--- src/rtl/core/tsa_pkg.sv ---
// ----------------------------------------------------------------------------
// Tagged slot allocator package
// Shared widths, codes, the tag record layout and the sequencer state type.
// ----------------------------------------------------------------------------
package tsa_pkg;

    localparam int ENTRIES = 64;
    localparam int IDX_W   = $clog2(ENTRIES);

    localparam int OP_W    = 2;
    localparam int VOL_W   = 8;
    localparam int CLS_W   = 4;
    localparam int TYPE_W  = 5;
    localparam int STAT_W  = 2;
    localparam int SLOT_W  = 6;
    localparam int CNT_W   = 6;
    localparam int TAG_W   = VOL_W + CLS_W + TYPE_W;

    localparam int S_TDATA_W = 24;
    localparam int S_TUSER_W = OP_W;
    localparam int M_TDATA_W = 24;
    localparam int M_TUSER_W = STAT_W + 1;

    localparam int CFG_IDX_W = 1;

    localparam logic [OP_W-1:0] OP_ALLOC   = 2'd0;
    localparam logic [OP_W-1:0] OP_RELEASE = 2'd1;
    localparam logic [OP_W-1:0] OP_QUERY   = 2'd2;

    localparam logic [STAT_W-1:0] ST_OK      = 2'd0;
    localparam logic [STAT_W-1:0] ST_FULL    = 2'd1;
    localparam logic [STAT_W-1:0] ST_REFUSED = 2'd2;

    localparam logic [CFG_IDX_W-1:0] CFG_MOVIE_CLASS = 1'd0;
    localparam logic [CFG_IDX_W-1:0] CFG_TS_CLASS    = 1'd1;

    localparam logic [CLS_W-1:0] MOVIE_CLASS_RESET = 4'd2;
    localparam logic [CLS_W-1:0] TS_CLASS_RESET    = 4'd3;

    typedef struct packed {
        logic [VOL_W-1:0]  vol;
        logic [CLS_W-1:0]  cls;
        logic [TYPE_W-1:0] ftype;
    } tag_t;

    typedef enum logic [3:0] {
        S_IDLE   = 4'b0001,
        S_ALLOC  = 4'b0010,
        S_WALK   = 4'b0100,
        S_FINISH = 4'b1000
    } state_t;

endpackage

--- src/rtl/core/tsa_ram.sv ---
// ----------------------------------------------------------------------------
// Generic single-port-write, single-port-read RAM
// One write and one read per cycle; the read data is registered.
// ----------------------------------------------------------------------------
module tsa_ram #(
    parameter int WIDTH = 8,
    parameter int DEPTH = 64,
    localparam int AW   = $clog2(DEPTH)
) (
    input  logic             aclk,
    input  logic             we,
    input  logic [AW-1:0]    waddr,
    input  logic [WIDTH-1:0] wdata,
    input  logic [AW-1:0]    raddr,
    output logic [WIDTH-1:0] rdata
);

    logic [WIDTH-1:0] mem [DEPTH];

    always_ff @(posedge aclk) begin
        if (we) begin
            mem[waddr] <= wdata;
        end
        rdata <= mem[raddr];
    end

endmodule

--- src/rtl/core/tagged_slot_allocator.sv ---
// ----------------------------------------------------------------------------
// Tagged slot allocator
// Slot table with a linked LIFO free list, volume release and tag queries.
// ----------------------------------------------------------------------------
// The block keeps a table of record slots, each holding a used mark, a volume
// tag, a class code and a file type, and hands slots out from a LIFO free
// list. One request is handled at a time and s_tready is high only while the
// block is idle. An allocate request that finds a free slot passes from
// the idle state through S_ALLOC, where the head slot is popped and tagged,
// to S_FINISH, where its result is presented. An allocate on a full table,
// a refused (plugged) release and the spare op code skip straight to
// S_FINISH and their single result. Other release requests and all query
// requests scan every slot through the single read port of the tag memory,
// one slot per cycle while no query match waits on a stalled result channel.
// Every request is held up while its result waits on a stalled channel. A
// query returns one result per matching slot with tlast on the final one, or
// a single empty result with tlast when nothing matches. The last slot of the
// chain is never handed out, so ENTRIES - 1 slots are usable. No clearing
// pass is needed after reset: used marks and link-written marks are
// flip-flops cleared by reset.
// ----------------------------------------------------------------------------
module tagged_slot_allocator (
    input  logic                             aclk,
    input  logic                             aresetn,
    // Input requests.
    input  logic                             s_tvalid,
    output logic                             s_tready,
    // tdata: volume[7:0], class_code[11:8], ftype[16:12], plugged[17]
    input  logic [tsa_pkg::S_TDATA_W-1:0]    s_tdata,
    // tuser: op[1:0]
    input  logic [tsa_pkg::S_TUSER_W-1:0]    s_tuser,
    // Results.
    output logic                             m_tvalid,
    input  logic                             m_tready,
    // tdata: slot[5:0], slot_type[10:6], slot_class[14:11], match_count[20:15]
    output logic [tsa_pkg::M_TDATA_W-1:0]    m_tdata,
    // tuser: status[1:0], found[2]
    output logic [tsa_pkg::M_TUSER_W-1:0]    m_tuser,
    output logic                             m_tlast,
    // Configuration writes.
    input  logic                             cfg_valid,
    output logic                             cfg_ready,
    input  logic [tsa_pkg::CFG_IDX_W-1:0]    cfg_index,
    input  logic [tsa_pkg::CLS_W-1:0]        cfg_data
);

    import tsa_pkg::*;

    // Sequencer and table state.
    state_t             state_reg, state_next;
    logic [IDX_W-1:0]   idx_reg, idx_next;
    logic [IDX_W-1:0]   head_reg, head_next;
    logic [ENTRIES-1:0] used_reg, used_next;
    logic [ENTRIES-1:0] link_vld_reg, link_vld_next;

    // Configuration registers.
    logic [CLS_W-1:0]   movie_class_reg;
    logic [CLS_W-1:0]   ts_class_reg;

    // Latched request.
    logic [OP_W-1:0]    op_reg, op_next;
    logic [VOL_W-1:0]   vol_reg, vol_next;
    logic [CLS_W-1:0]   cls_reg, cls_next;
    logic [TYPE_W-1:0]  ftype_reg, ftype_next;

    // Query match held back until we know whether it is the final one.
    logic               pend_vld_reg, pend_vld_next;
    logic [IDX_W-1:0]   pend_slot_reg, pend_slot_next;
    logic [TYPE_W-1:0]  pend_type_reg, pend_type_next;
    logic [CLS_W-1:0]   pend_cls_reg, pend_cls_next;
    logic [CNT_W-1:0]   pend_cnt_reg, pend_cnt_next;
    logic [CNT_W-1:0]   cnt_reg, cnt_next;

    // Final result of the request.
    logic [STAT_W-1:0]  fin_status_reg, fin_status_next;
    logic [IDX_W-1:0]   fin_slot_reg, fin_slot_next;

    // Output register.
    logic                 m_tvalid_reg, m_tvalid_next;
    logic [M_TDATA_W-1:0] m_tdata_reg, m_tdata_next;
    logic [M_TUSER_W-1:0] m_tuser_reg, m_tuser_next;
    logic                 m_tlast_reg, m_tlast_next;

    // Memory ports.
    logic               tag_we;
    logic [IDX_W-1:0]   tag_waddr;
    tag_t               tag_wdata;
    logic [IDX_W-1:0]   tag_raddr;
    tag_t               tag_rdata;
    logic               link_we;
    logic [IDX_W-1:0]   link_waddr;
    logic [IDX_W-1:0]   link_wdata;
    logic [IDX_W-1:0]   link_rdata;

    // Request fields.
    logic [OP_W-1:0]    in_op;
    logic [VOL_W-1:0]   in_vol;
    logic [CLS_W-1:0]   in_cls;
    logic [TYPE_W-1:0]  in_ftype;
    logic               in_plugged;

    logic               s_accept;
    logic               out_free;
    logic               out_load;
    logic [STAT_W-1:0]  out_status;
    logic [IDX_W-1:0]   out_slot;
    logic               out_found;
    logic [TYPE_W-1:0]  out_type;
    logic [CLS_W-1:0]   out_cls;
    logic [CNT_W-1:0]   out_cnt;
    logic               out_last;

    logic               vol_hit;
    logic               cls_hit;
    logic               advance;

    assign in_vol     = s_tdata[VOL_W-1:0];
    assign in_cls     = s_tdata[VOL_W +: CLS_W];
    assign in_ftype   = s_tdata[VOL_W + CLS_W +: TYPE_W];
    assign in_plugged = s_tdata[VOL_W + CLS_W + TYPE_W];
    assign in_op      = s_tuser;

    assign s_tready  = (state_reg == S_IDLE);
    assign s_accept  = s_tvalid && s_tready;
    assign cfg_ready = 1'b1;
    assign out_free  = !m_tvalid_reg || m_tready;

    assign m_tvalid = m_tvalid_reg;
    assign m_tdata  = m_tdata_reg;
    assign m_tuser  = m_tuser_reg;
    assign m_tlast  = m_tlast_reg;

    // The slot under the scan pointer: its tags come from the tag memory,
    // read in the cycle before, and its used mark from the flip-flops.
    assign vol_hit = used_reg[idx_reg] && (tag_rdata.vol == vol_reg);
    assign cls_hit = (tag_rdata.cls == cls_reg) ||
                     ((cls_reg == movie_class_reg) && (tag_rdata.cls == ts_class_reg));

    tsa_ram #(
        .WIDTH (TAG_W),
        .DEPTH (ENTRIES)
    ) u_tag_ram (
        .aclk  (aclk),
        .we    (tag_we),
        .waddr (tag_waddr),
        .wdata (tag_wdata),
        .raddr (tag_raddr),
        .rdata (tag_rdata)
    );

    // Free-list links. A link never written reads as "next slot up", which
    // is the chain that reset sets up.
    tsa_ram #(
        .WIDTH (IDX_W),
        .DEPTH (ENTRIES)
    ) u_link_ram (
        .aclk  (aclk),
        .we    (link_we),
        .waddr (link_waddr),
        .wdata (link_wdata),
        .raddr (head_reg),
        .rdata (link_rdata)
    );

    always_comb begin
        state_next      = state_reg;
        idx_next        = idx_reg;
        head_next       = head_reg;
        used_next       = used_reg;
        link_vld_next   = link_vld_reg;
        op_next         = op_reg;
        vol_next        = vol_reg;
        cls_next        = cls_reg;
        ftype_next      = ftype_reg;
        pend_vld_next   = pend_vld_reg;
        pend_slot_next  = pend_slot_reg;
        pend_type_next  = pend_type_reg;
        pend_cls_next   = pend_cls_reg;
        pend_cnt_next   = pend_cnt_reg;
        cnt_next        = cnt_reg;
        fin_status_next = fin_status_reg;
        fin_slot_next   = fin_slot_reg;

        tag_we     = 1'b0;
        tag_waddr  = head_reg;
        tag_wdata  = '{vol: vol_reg, cls: cls_reg, ftype: ftype_reg};
        tag_raddr  = '0;
        link_we    = 1'b0;
        link_waddr = idx_reg;
        link_wdata = head_reg;
        advance    = 1'b1;

        out_load   = 1'b0;
        out_status = ST_OK;
        out_slot   = '0;
        out_found  = 1'b0;
        out_type   = '0;
        out_cls    = '0;
        out_cnt    = '0;
        out_last   = 1'b1;

        case (state_reg)
            S_IDLE: begin
                if (s_accept) begin
                    op_next         = in_op;
                    vol_next        = in_vol;
                    cls_next        = in_cls;
                    ftype_next      = in_ftype;
                    pend_vld_next   = 1'b0;
                    cnt_next        = '0;
                    idx_next        = '0;
                    fin_status_next = ST_OK;
                    fin_slot_next   = '0;
                    case (in_op)
                        OP_ALLOC: begin
                            // The tail slot is never handed out.
                            if (head_reg == IDX_W'(ENTRIES - 1)) begin
                                fin_status_next = ST_FULL;
                                state_next      = S_FINISH;
                            end else begin
                                state_next = S_ALLOC;
                            end
                        end
                        OP_RELEASE: begin
                            if (in_plugged) begin
                                fin_status_next = ST_REFUSED;
                                state_next      = S_FINISH;
                            end else begin
                                state_next = S_WALK;
                            end
                        end
                        OP_QUERY: begin
                            state_next = S_WALK;
                        end
                        default: begin
                            state_next = S_FINISH;
                        end
                    endcase
                end
            end

            S_ALLOC: begin
                // The link of the head slot was read while the request was
                // accepted; pop the head and tag the slot.
                tag_we            = 1'b1;
                used_next[head_reg] = 1'b1;
                fin_slot_next     = head_reg;
                if (link_vld_reg[head_reg]) begin
                    head_next = link_rdata;
                end else begin
                    head_next = IDX_W'(head_reg + 1'b1);
                end
                state_next = S_FINISH;
            end

            S_WALK: begin
                if (op_reg == OP_RELEASE) begin
                    if (vol_hit) begin
                        // Push the slot onto the free list.
                        link_we               = 1'b1;
                        link_vld_next[idx_reg] = 1'b1;
                        head_next             = idx_reg;
                        used_next[idx_reg]    = 1'b0;
                    end
                end else if (vol_hit && cls_hit) begin
                    if (pend_vld_reg && !out_free) begin
                        advance = 1'b0;
                    end else begin
                        if (pend_vld_reg) begin
                            // A later match exists, so the held one is not last.
                            out_load  = 1'b1;
                            out_slot  = pend_slot_reg;
                            out_found = 1'b1;
                            out_type  = pend_type_reg;
                            out_cls   = pend_cls_reg;
                            out_cnt   = pend_cnt_reg;
                            out_last  = 1'b0;
                        end
                        pend_vld_next  = 1'b1;
                        pend_slot_next = idx_reg;
                        pend_type_next = tag_rdata.ftype;
                        pend_cls_next  = tag_rdata.cls;
                        pend_cnt_next  = CNT_W'(cnt_reg + 1'b1);
                        cnt_next       = CNT_W'(cnt_reg + 1'b1);
                    end
                end

                // Read the next slot ahead, or hold the current one on a stall.
                if (advance) begin
                    tag_raddr = IDX_W'(idx_reg + 1'b1);
                    if (idx_reg == IDX_W'(ENTRIES - 1)) begin
                        state_next = S_FINISH;
                    end else begin
                        idx_next = IDX_W'(idx_reg + 1'b1);
                    end
                end else begin
                    tag_raddr = idx_reg;
                end
            end

            S_FINISH: begin
                if (out_free) begin
                    out_load   = 1'b1;
                    out_status = fin_status_reg;
                    out_last   = 1'b1;
                    if (pend_vld_reg) begin
                        out_slot  = pend_slot_reg;
                        out_found = 1'b1;
                        out_type  = pend_type_reg;
                        out_cls   = pend_cls_reg;
                        out_cnt   = pend_cnt_reg;
                    end else begin
                        out_slot = fin_slot_reg;
                    end
                    state_next = S_IDLE;
                end
            end

            default: begin
                state_next = S_IDLE;
            end
        endcase
    end

    // Output register: a new result loads whenever the old one is gone or
    // is being taken in the same cycle.
    always_comb begin
        m_tvalid_next = m_tvalid_reg;
        m_tdata_next  = m_tdata_reg;
        m_tuser_next  = m_tuser_reg;
        m_tlast_next  = m_tlast_reg;
        if (out_load) begin
            m_tvalid_next = 1'b1;
            m_tdata_next  = {3'b000, out_cnt, out_cls, out_type, SLOT_W'(out_slot)};
            m_tuser_next  = {out_found, out_status};
            m_tlast_next  = out_last;
        end else if (m_tready) begin
            m_tvalid_next = 1'b0;
        end
    end

    always_ff @(posedge aclk) begin
        if (!aresetn) begin
            state_reg       <= S_IDLE;
            head_reg        <= '0;
            used_reg        <= '0;
            link_vld_reg    <= '0;
            pend_vld_reg    <= 1'b0;
            m_tvalid_reg    <= 1'b0;
            movie_class_reg <= MOVIE_CLASS_RESET;
            ts_class_reg    <= TS_CLASS_RESET;
        end else begin
            state_reg    <= state_next;
            head_reg     <= head_next;
            used_reg     <= used_next;
            link_vld_reg <= link_vld_next;
            pend_vld_reg <= pend_vld_next;
            m_tvalid_reg <= m_tvalid_next;
            if (cfg_valid && cfg_ready) begin
                case (cfg_index)
                    CFG_MOVIE_CLASS: movie_class_reg <= cfg_data;
                    CFG_TS_CLASS:    ts_class_reg    <= cfg_data;
                    default: begin
                    end
                endcase
            end
        end
    end

    always_ff @(posedge aclk) begin
        idx_reg        <= idx_next;
        op_reg         <= op_next;
        vol_reg        <= vol_next;
        cls_reg        <= cls_next;
        ftype_reg      <= ftype_next;
        pend_slot_reg  <= pend_slot_next;
        pend_type_reg  <= pend_type_next;
        pend_cls_reg   <= pend_cls_next;
        pend_cnt_reg   <= pend_cnt_next;
        cnt_reg        <= cnt_next;
        fin_status_reg <= fin_status_next;
        fin_slot_reg   <= fin_slot_next;
        m_tdata_reg    <= m_tdata_next;
        m_tuser_reg    <= m_tuser_next;
        m_tlast_reg    <= m_tlast_next;
    end

endmodule

--- config.mk ---
export PLATFORM = sky130hd
export DESIGN_NAME = tagged_slot_allocator
export DESIGN_NICKNAME = d
export VERILOG_FILES = /design/src/rtl/core/tsa_pkg.sv /design/src/rtl/core/tsa_ram.sv /design/src/rtl/core/tagged_slot_allocator.sv
export SDC_FILE = /design/constraint.sdc
export NUM_CORES = 2
export LEC_CHECK = 0
export BUFFER_PORTS_ARGS = -buffer_cell sky130_fd_sc_hd__buf_2
export CAP_MARGIN = 20
export CORE_UTILIZATION = 68
export CTS_CLUSTER_DIAMETER = 120
export DETAILED_ROUTE_END_ITERATION = 10
export PLACE_DENSITY_LB_ADDON = 0.12
export REMOVE_ABC_BUFFERS = 1
export SYNTH_ARGS = -nofsm -noshare
export SYNTH_HDL_FRONTEND = slang
export SYNTH_HIERARCHICAL = 1
export SYNTH_SLANG_ARGS = --single-unit
--- constraint.sdc ---
create_clock -name aclk -period 12.85 [get_ports aclk]
set_input_delay 0 -clock aclk [delete_from_list [all_inputs] [get_ports aclk]]
set_output_delay 0 -clock aclk [all_outputs]
set_load 0.05 [all_outputs]
# ---- Word-level counts from Yosys, hierarchy flattened
# Memory sizes are Yosys's and may differ from the RTL's. A register that Yosys moved wholly into a read port is not among the register bits.
# Cells that the tools add are included.
dict set report classes {
  add_sub_neg 3
  n_lt_le_gt_ge 4
  n_eq_ne 23
  muxes 90
  bitwise_logic 9
  reduce_logical 28
}
# operator n
set op_table {}
lappend op_table {{$mux W6} 22}
lappend op_table {{$mux W64} 2}
lappend op_table {{$or A64 B64 Y64} 2}
lappend op_table {{$pmux W64 S2} 1}
lappend op_table {{$pmux W6 S2} 6}
lappend op_table {{$and A64 B64 Y64} 1}
lappend op_table {{$not A64 Y64} 1}
lappend op_table {{$mux W4} 11}
lappend op_table {{$mux W1} 30}
lappend op_table {{$mux W5} 5}
lappend op_table {{$add A6 B1 Y6 const B} 3}
lappend op_table {{$ne A2 B2 Y1 const B} 9}
lappend op_table {{$pmux W4 S4} 1}
lappend op_table {{$lt A6 B7 Y1 const B} 2}
lappend op_table {{$bmux W1 S6} 2}
lappend op_table {{$demux W1 S6} 2}
lappend op_table {{$eq A4 B4 Y1} 3}
lappend op_table {{$eq A6 B6 Y1 const B} 2}
lappend op_table {{$ge A6 B1 Y1 const B} 2}
lappend op_table {{$pmux W4 S3} 1}
lappend op_table {{$reduce_and A4 Y1} 3}
lappend op_table {{$pmux W5 S2} 1}
lappend op_table {{$reduce_and A2 Y1} 5}
lappend op_table {{$eq A8 B8 Y1} 1}
lappend op_table {{other kinds (20)} 39}
dict set report totals {
  ff_bits 233
  ramBits 1472
  input_bits 36
  out_inout_bits 31
  word_cells 183
  n_memories 2
}
# name depth word_bits read_ports rd_clocked_by_memory_dff wr line_no
set mem_list {}
lappend mem_list {u_tag_ram.mem 64 17 1 1 1 tsa_ram.sv:18} ;# logic [WIDTH-1:0] mem [DEPTH];
lappend mem_list {u_link_ram.mem 64 6 1 1 1 tsa_ram.sv:18}

# ---- Longest topological paths before layout
dict set report depth {
  word_depth 10
  mapped_depth 20
}

# ---- Modules after synthesis
# The synthesis kept the hierarchy.
# module n_inst cells_each area_each_um2 seq_area_each_um2
set modules_own_cells {}
lappend modules_own_cells {{tsa_ram at u_tag_ram} 1 1953 42344.4 33011.7}
lappend modules_own_cells {{tsa_ram at u_link_ram} 1 729 15205.8 11651.2}
lappend modules_own_cells {tagged_slot_allocator 1 1017 10550.1 5515.3}

# ---- Least setup slack after synthesis
# No wires, ideal clock.
dict set report synth_path {
  path_kind {flip-flop to flip-flop}
  start {reg cls_reg[3]}
  end {reg u_tag_ram.rdata[14], read port of u_tag_ram.mem}
  setup_time_ns 0.137
  t_arrival_ns 3.923
  slack_ns 8.790
  stages_incl_launch_ff 14
  n_path_buf 2
  synth_period_minus_slack_ns 4.060
  cell_sequence {edfxtp_1 -> xor2_1 -> nor4_1 -> a21oi_1 -> nor2_1 -> o2111ai_2 -> nor2_1 -> a2bb2oi_1 -> buf_2 -> clkbuf_1 -> mux4_2 -> mux2_2 -> a221oi_1 -> a211oi_2}
}
dict set report synth_via {
  elab_chain_cells 9
}
# element line_no
set synth_lines {}
lappend synth_lines {{start: declaration} tagged_slot_allocator.sv:63} ;# logic [CLS_W-1:0] cls_reg, cls_next;
lappend synth_lines {{start signal: assignment} tagged_slot_allocator.sv:374} ;# cls_reg <= cls_next;
lappend synth_lines {{$eq A4 B4 Y1} tagged_slot_allocator.sv:137} ;# ((cls_reg == movie_class_reg) && (tag_rdata.cls == ts_class_reg));
lappend synth_lines {{$logic_and A1 B1 Y1} tagged_slot_allocator.sv:137}
lappend synth_lines {{$logic_or A1 B1 Y1 (*)} tagged_slot_allocator.sv:136} ;# assign cls_hit = (tag_rdata.cls == cls_reg) ||
lappend synth_lines {{$logic_and A1 B1 Y1 (*)} tagged_slot_allocator.sv:265} ;# end else if (vol_hit && cls_hit) begin
lappend synth_lines {{$mux W1 (*)} tagged_slot_allocator.sv:265}
lappend synth_lines {{$mux W1 (*)} tagged_slot_allocator.sv:257} ;# if (op_reg == OP_RELEASE) begin
lappend synth_lines {{$mux W1 (*)} tagged_slot_allocator.sv:202} ;# case (state_reg)
lappend synth_lines {{$mux W6 (*)} tagged_slot_allocator.sv:289} ;# if (advance) begin
lappend synth_lines {{$mux W6 (*)} tagged_slot_allocator.sv:202}
lappend synth_lines {{net tag_raddr[2]} tagged_slot_allocator.sv:88} ;# logic [IDX_W-1:0] tag_raddr;
lappend synth_lines {{end: declaration} tsa_ram.sv:15} ;# output logic [WIDTH-1:0] rdata
# Mark *: on every way through the listed nets, which the timed path passes. The rest lies on a longest branch. The select of a mux whose other input is x is not followed.
# A chain may end at the register's enable or synchronous reset.

# ---- Final worst setup path
dict set report layout_path {
  start {reg idx_reg[1]}
  end {reg u_tag_ram.rdata[1], read port of u_tag_ram.mem}
}
dict set report layout_via {
  elab_chain_cells 9
}
# element line_no
set layout_lines {}
lappend layout_lines {{start: declaration} tagged_slot_allocator.sv:51} ;# logic [IDX_W-1:0] idx_reg, idx_next;
lappend layout_lines {{start signal: assignment} tagged_slot_allocator.sv:371} ;# idx_reg <= idx_next;
lappend layout_lines {{$bmux W1 S6} tagged_slot_allocator.sv:135} ;# assign vol_hit = used_reg[idx_reg] && (tag_rdata.vol == vol_reg);
lappend layout_lines {{$mux W1 (not written as such)} tagged_slot_allocator.sv:135}
lappend layout_lines {{$logic_and A1 B1 Y1} tagged_slot_allocator.sv:135}
lappend layout_lines {{$logic_and A1 B1 Y1} tagged_slot_allocator.sv:265}
lappend layout_lines {{$mux W1} tagged_slot_allocator.sv:265}
lappend layout_lines {{$mux W1} tagged_slot_allocator.sv:257}
lappend layout_lines {{$mux W1} tagged_slot_allocator.sv:202}
lappend layout_lines {{$mux W6} tagged_slot_allocator.sv:289}
lappend layout_lines {{$mux W6} tagged_slot_allocator.sv:202}
lappend layout_lines {{net tag_raddr[0]} tagged_slot_allocator.sv:88}
# The timed path passes the listed nets, and every way through them passes these cells. The select of a mux whose other input is x is not followed.

==> metrics.md <==
| Metric | Value |
|---|---|
| Core Area | `0.0989 sq mm` |
| Post-CTS Setup Inserts | `0` |
| I/O pin cnt | `67` |
| Syn_area_per_cell | `about 18 sq um` |
| Worst EP required | `roughly 13 ns` |
| Initial Utilization | `slightly below 70%` |
| Final WS setup | `approximately 5.6 ns` |
| Hold Path End | `cls_reg[1]$_DFFE_PP_` |
| HP Class | `input port to flip-flop` |
| Max Slew Vio Count | `0` |
| Post-Place Cells | `around 5000` |
| DR iter-0 viols | `5292` |
| First-pass GRT wire length | `roughly 250000 um` |
| Die Area | `~0.10 sq mm` |
| Post-synthesis sequential area ratio | `between 70% and 80%` |
| Biggest regs | `u_tag_ram/mem (1088), u_link_ram/mem (384)` |
| Pre-CTS WS | `between 5 and 6 ns` |
| Max-cap violations | `0` |
| Status | `finished clean` |
| Clock slew at reported path FFs | `0.06 ns` |
| EDFF count, synth | `between 1500 and 2000` |
| Gr ovfl total | `0` |
| Clock sink count | `about 1700` |
| Initial DRT Pass Iterations | `7` |
| Kind of critical path | `flip-flop to flip-flop` |
| Hold path start | `s_tdata[9]` |
| Hold Path Depth | `2` |
| CTS tree | `built` |
| Vias | `between 30000 and 40000` |
| Fin crit share | `between 50% and 60%` |
| Clock latency on the worst-skew pair | `approximately 0.77 ns` |
| Largest net degree at the start of global routing | `~160` |
| Critical R2R Launch | `idx_reg[1]$_SDFFCE_PN0P_` |
| Die Ht | `approximately 320 um` |
| Worst reg2reg path endpoint | `u_tag_ram/rdata[1]$_DFF_P_` |
| Final Hold Violating Endpoints | `0` |
| GRT Total Usage | `between 30% and 40%` |
| Vias in the first global route | `between 30000 and 40000` |
| P_leak | `0.0237 uW` |
| Finished Layout Cells | `5290` |
| Dpl hpwl | `95700 um` |
| VDD IR max | `roughly 160 uV` |
| Average routed wire per standard cell | `between 30 and 40 um` |
| Post-route ant nets | `0` |
| Worst-margin pin slew | `1.19 ns` |
| Total routed wirelength | `approximately 170000 um` |
| Max_slew headroom | `about a fifth` |
| Layout cells sized above 1 | `about a fifth` |
| Reg2Reg Setup Slack | `5.62 ns` |
| RSZ-0062 raised after global routing | `false` |
| Largest reg by FF count | `u_tag_ram/mem` |
| R2r worst-path depth | `14` |
| Clock Tree Buf Depth | `3` |
| Cell Pwr Density | `between 150 and 200 mW/mm^2` |
| Setup violations, final | `0` |
| Die width | `approximately 320 um` |
| Crit path arrival time | `a little under 8 ns` |
| Most used DFF post-synth | `edfxtp_1` |
| Most frequent cells in the layout | `edfxtp_1 (1557), mux4_2 (332), nor2_1 (214)` |
| Row Count | `between 100 and 150` |
| Clock period minus final worst setup slack | `roughly 7.2 ns` |
| GP Congestion | `around 0.9` |
| Fill cell count | `between 5000 and 6000` |
| CTS buffer count | `around 170` |
| Via density per instance | `between 7 and 8` |
| Fin area | `0.0757 sq mm` |
| Setup TNS | `0 ns` |
| Root buffer cell | `clkbuf_16` |
| Startpoint types | `flip-flop` |
| Ys async rst share | `0%` |
| Clock Skew | `about 0.025 ns` |
| Residual DRC count | `0` |
| H-tree levels | `4` |
| Port buffer count | `56` |
| Syn Inst Count | `around 3700` |
| Yosys cell types | `a little over 80` |
| CP Capture Type | `flip-flop` |
| Max FFs per register | `between 1000 and 1500` |
| Yosys warning count | `6` |
| Initial antenna violation count | `3` |
| Commonest non-fill, non-tap cell in the layout | `edfxtp_1` |
| Synthesized area | `between 0.06 and 0.07 sq mm` |
| Area post-placement | `between 0.06 and 0.07 sq mm` |
| Syn-to-layout area delta | `11.2%` |
| F_max | `0.138 GHz` |
| Worst hold slack | `0.0386 ns` |
| Yosys reg bits | `roughly 1700` |
| Crit Path Max Fanout | `44` |
| # nets final | `slightly below 4000` |
==> synthesized netlist by cell type (all sizes together), types with 15 or more instances <==
| cell type | count | area (sq um) |
|---|---|---|
| a221oi | 50 | 450 |
| nor4 | 27 | 169 |
| xor2 | 16 | 140 |
| o311ai | 17 | 149 |
| o21ai | 37 | 185 |
| nand3b | 25 | 188 |
| a21oi | 42 | 210 |
| a22oi | 69 | 518 |
| o221ai | 15 | 131 |
| edfxtp | 1557 | 46800 |
| nand3 | 61 | 305 |
| and3 | 22 | 138 |
| a32o | 16 | 160 |
| buf | 121 | 877 |
| mux2i | 158 | 1580 |
| nand2 | 160 | 601 |
| o21a | 47 | 360 |
| dfxtp | 171 | 3420 |
| mux2 | 16 | 180 |
| o22ai | 50 | 313 |
| clkbuf | 123 | 467 |
| nor2 | 220 | 826 |
| xnor2 | 15 | 131 |
| a211oi | 34 | 265 |
| mux4 | 334 | 7530 |
| nor3 | 39 | 195 |
| and2 | 34 | 213 |
| nor2b | 34 | 213 |
==> critical path: stages (launching register included) <==
cell and delay (ns):
edfxtp_1 0.67, buf_4 0.40, inv_1 0.62, a21oi_1 0.10, o41ai_1 0.53, nand4_2 0.39, o21ai_0 0.41, or3_1 0.30
o22a_4 0.60, buf_4 0.76, buf_4 0.79, mux4_2 0.59, a22oi_1 0.46, and3_1 0.27, nor4_1 0.07
==> per-stage QoR <==
step | util [%] | power [uW]
6_report | 76.6 | 11500
5_1_grt | 76.6 | 11800
4_1_cts | 76.6 | 11500
3_5_place_dp | 70.5 | 6750
3_3_place_gp | 70.5 | 6730
2_1_floorplan | - | 6590
==> final cells by class <==
type	instances	area [sq um]	share of cell area (%)
antenna	1	2.50	0.00330
clock buffer	222	4520	5.97
clock inverter	87	897	1.18
inverter	16	60.1	0.0793
multi-input combinational	1713	16600	21.9
sequential	1728	50200	66.3
tap	1287	1610	2.13
timing repair buffer	236	1830	2.42
==> routing by layer <==
layer / wire [um] / track usage [%]
met1: 62300 / 47.0
met4: 7580 / 14.5
met3: 18100 / 7.24
met2: 80000 / 52.7
met5: 35 / 0
==> worst max-delay path by stage <==
stage	start	end	slack, ns	depth (start not counted)
2_1_floorplan	state_reg[0]$_SDFFE_PN1P_	u_tag_ram/rdata[13]$_DFF_P_	-5.51	8
3_3_place_gp	idx_reg[1]$_SDFFCE_PN0P_	u_tag_ram/rdata[1]$_DFF_P_	5.91	14
3_5_place_dp	idx_reg[1]$_SDFFCE_PN0P_	u_tag_ram/rdata[1]$_DFF_P_	5.80	14
4_1_cts	idx_reg[1]$_SDFFCE_PN0P_	u_tag_ram/rdata[1]$_DFF_P_	5.78	14
5_1_grt	idx_reg[1]$_SDFFCE_PN0P_	u_tag_ram/rdata[1]$_DFF_P_	5.15	14
6_report	idx_reg[1]$_SDFFCE_PN0P_	u_tag_ram/rdata[1]$_DFF_P_	5.62	14
==> report_power, final <==
part | switching, uW | total [uW] | internal (uW)
logic | 324 | 432 | 108
registers | 33.2 | 6230 | 6190
clock network | 2030 | 4860 | 2820
==> kinds of logic after synthesis <==
| family | Yosys count | synth area share [%] |
|---|---|---|
| flip-flops | 1728 | 73.7 |
| AND/OR/NAND/NOR | 708 | 5.10 |
| multiplexers | 508 | 13.6 |
| AO/OA/AOI/OAI | 459 | 5.05 |
| buffers and inverters | 260 | 2.06 |
| XOR/XNOR | 31 | 0.399 |
| adder cells (fa/ha/maj) | 3 | 0.0551 |
| other | 2 | 0.0110 |
==> repair_timing <==
item	CTS	global route
hold buffers	55	0
endpoints found under the hold margin	115	0
resized for setup	0	0
No activity file was read; power rests on OpenSTA's default activity.
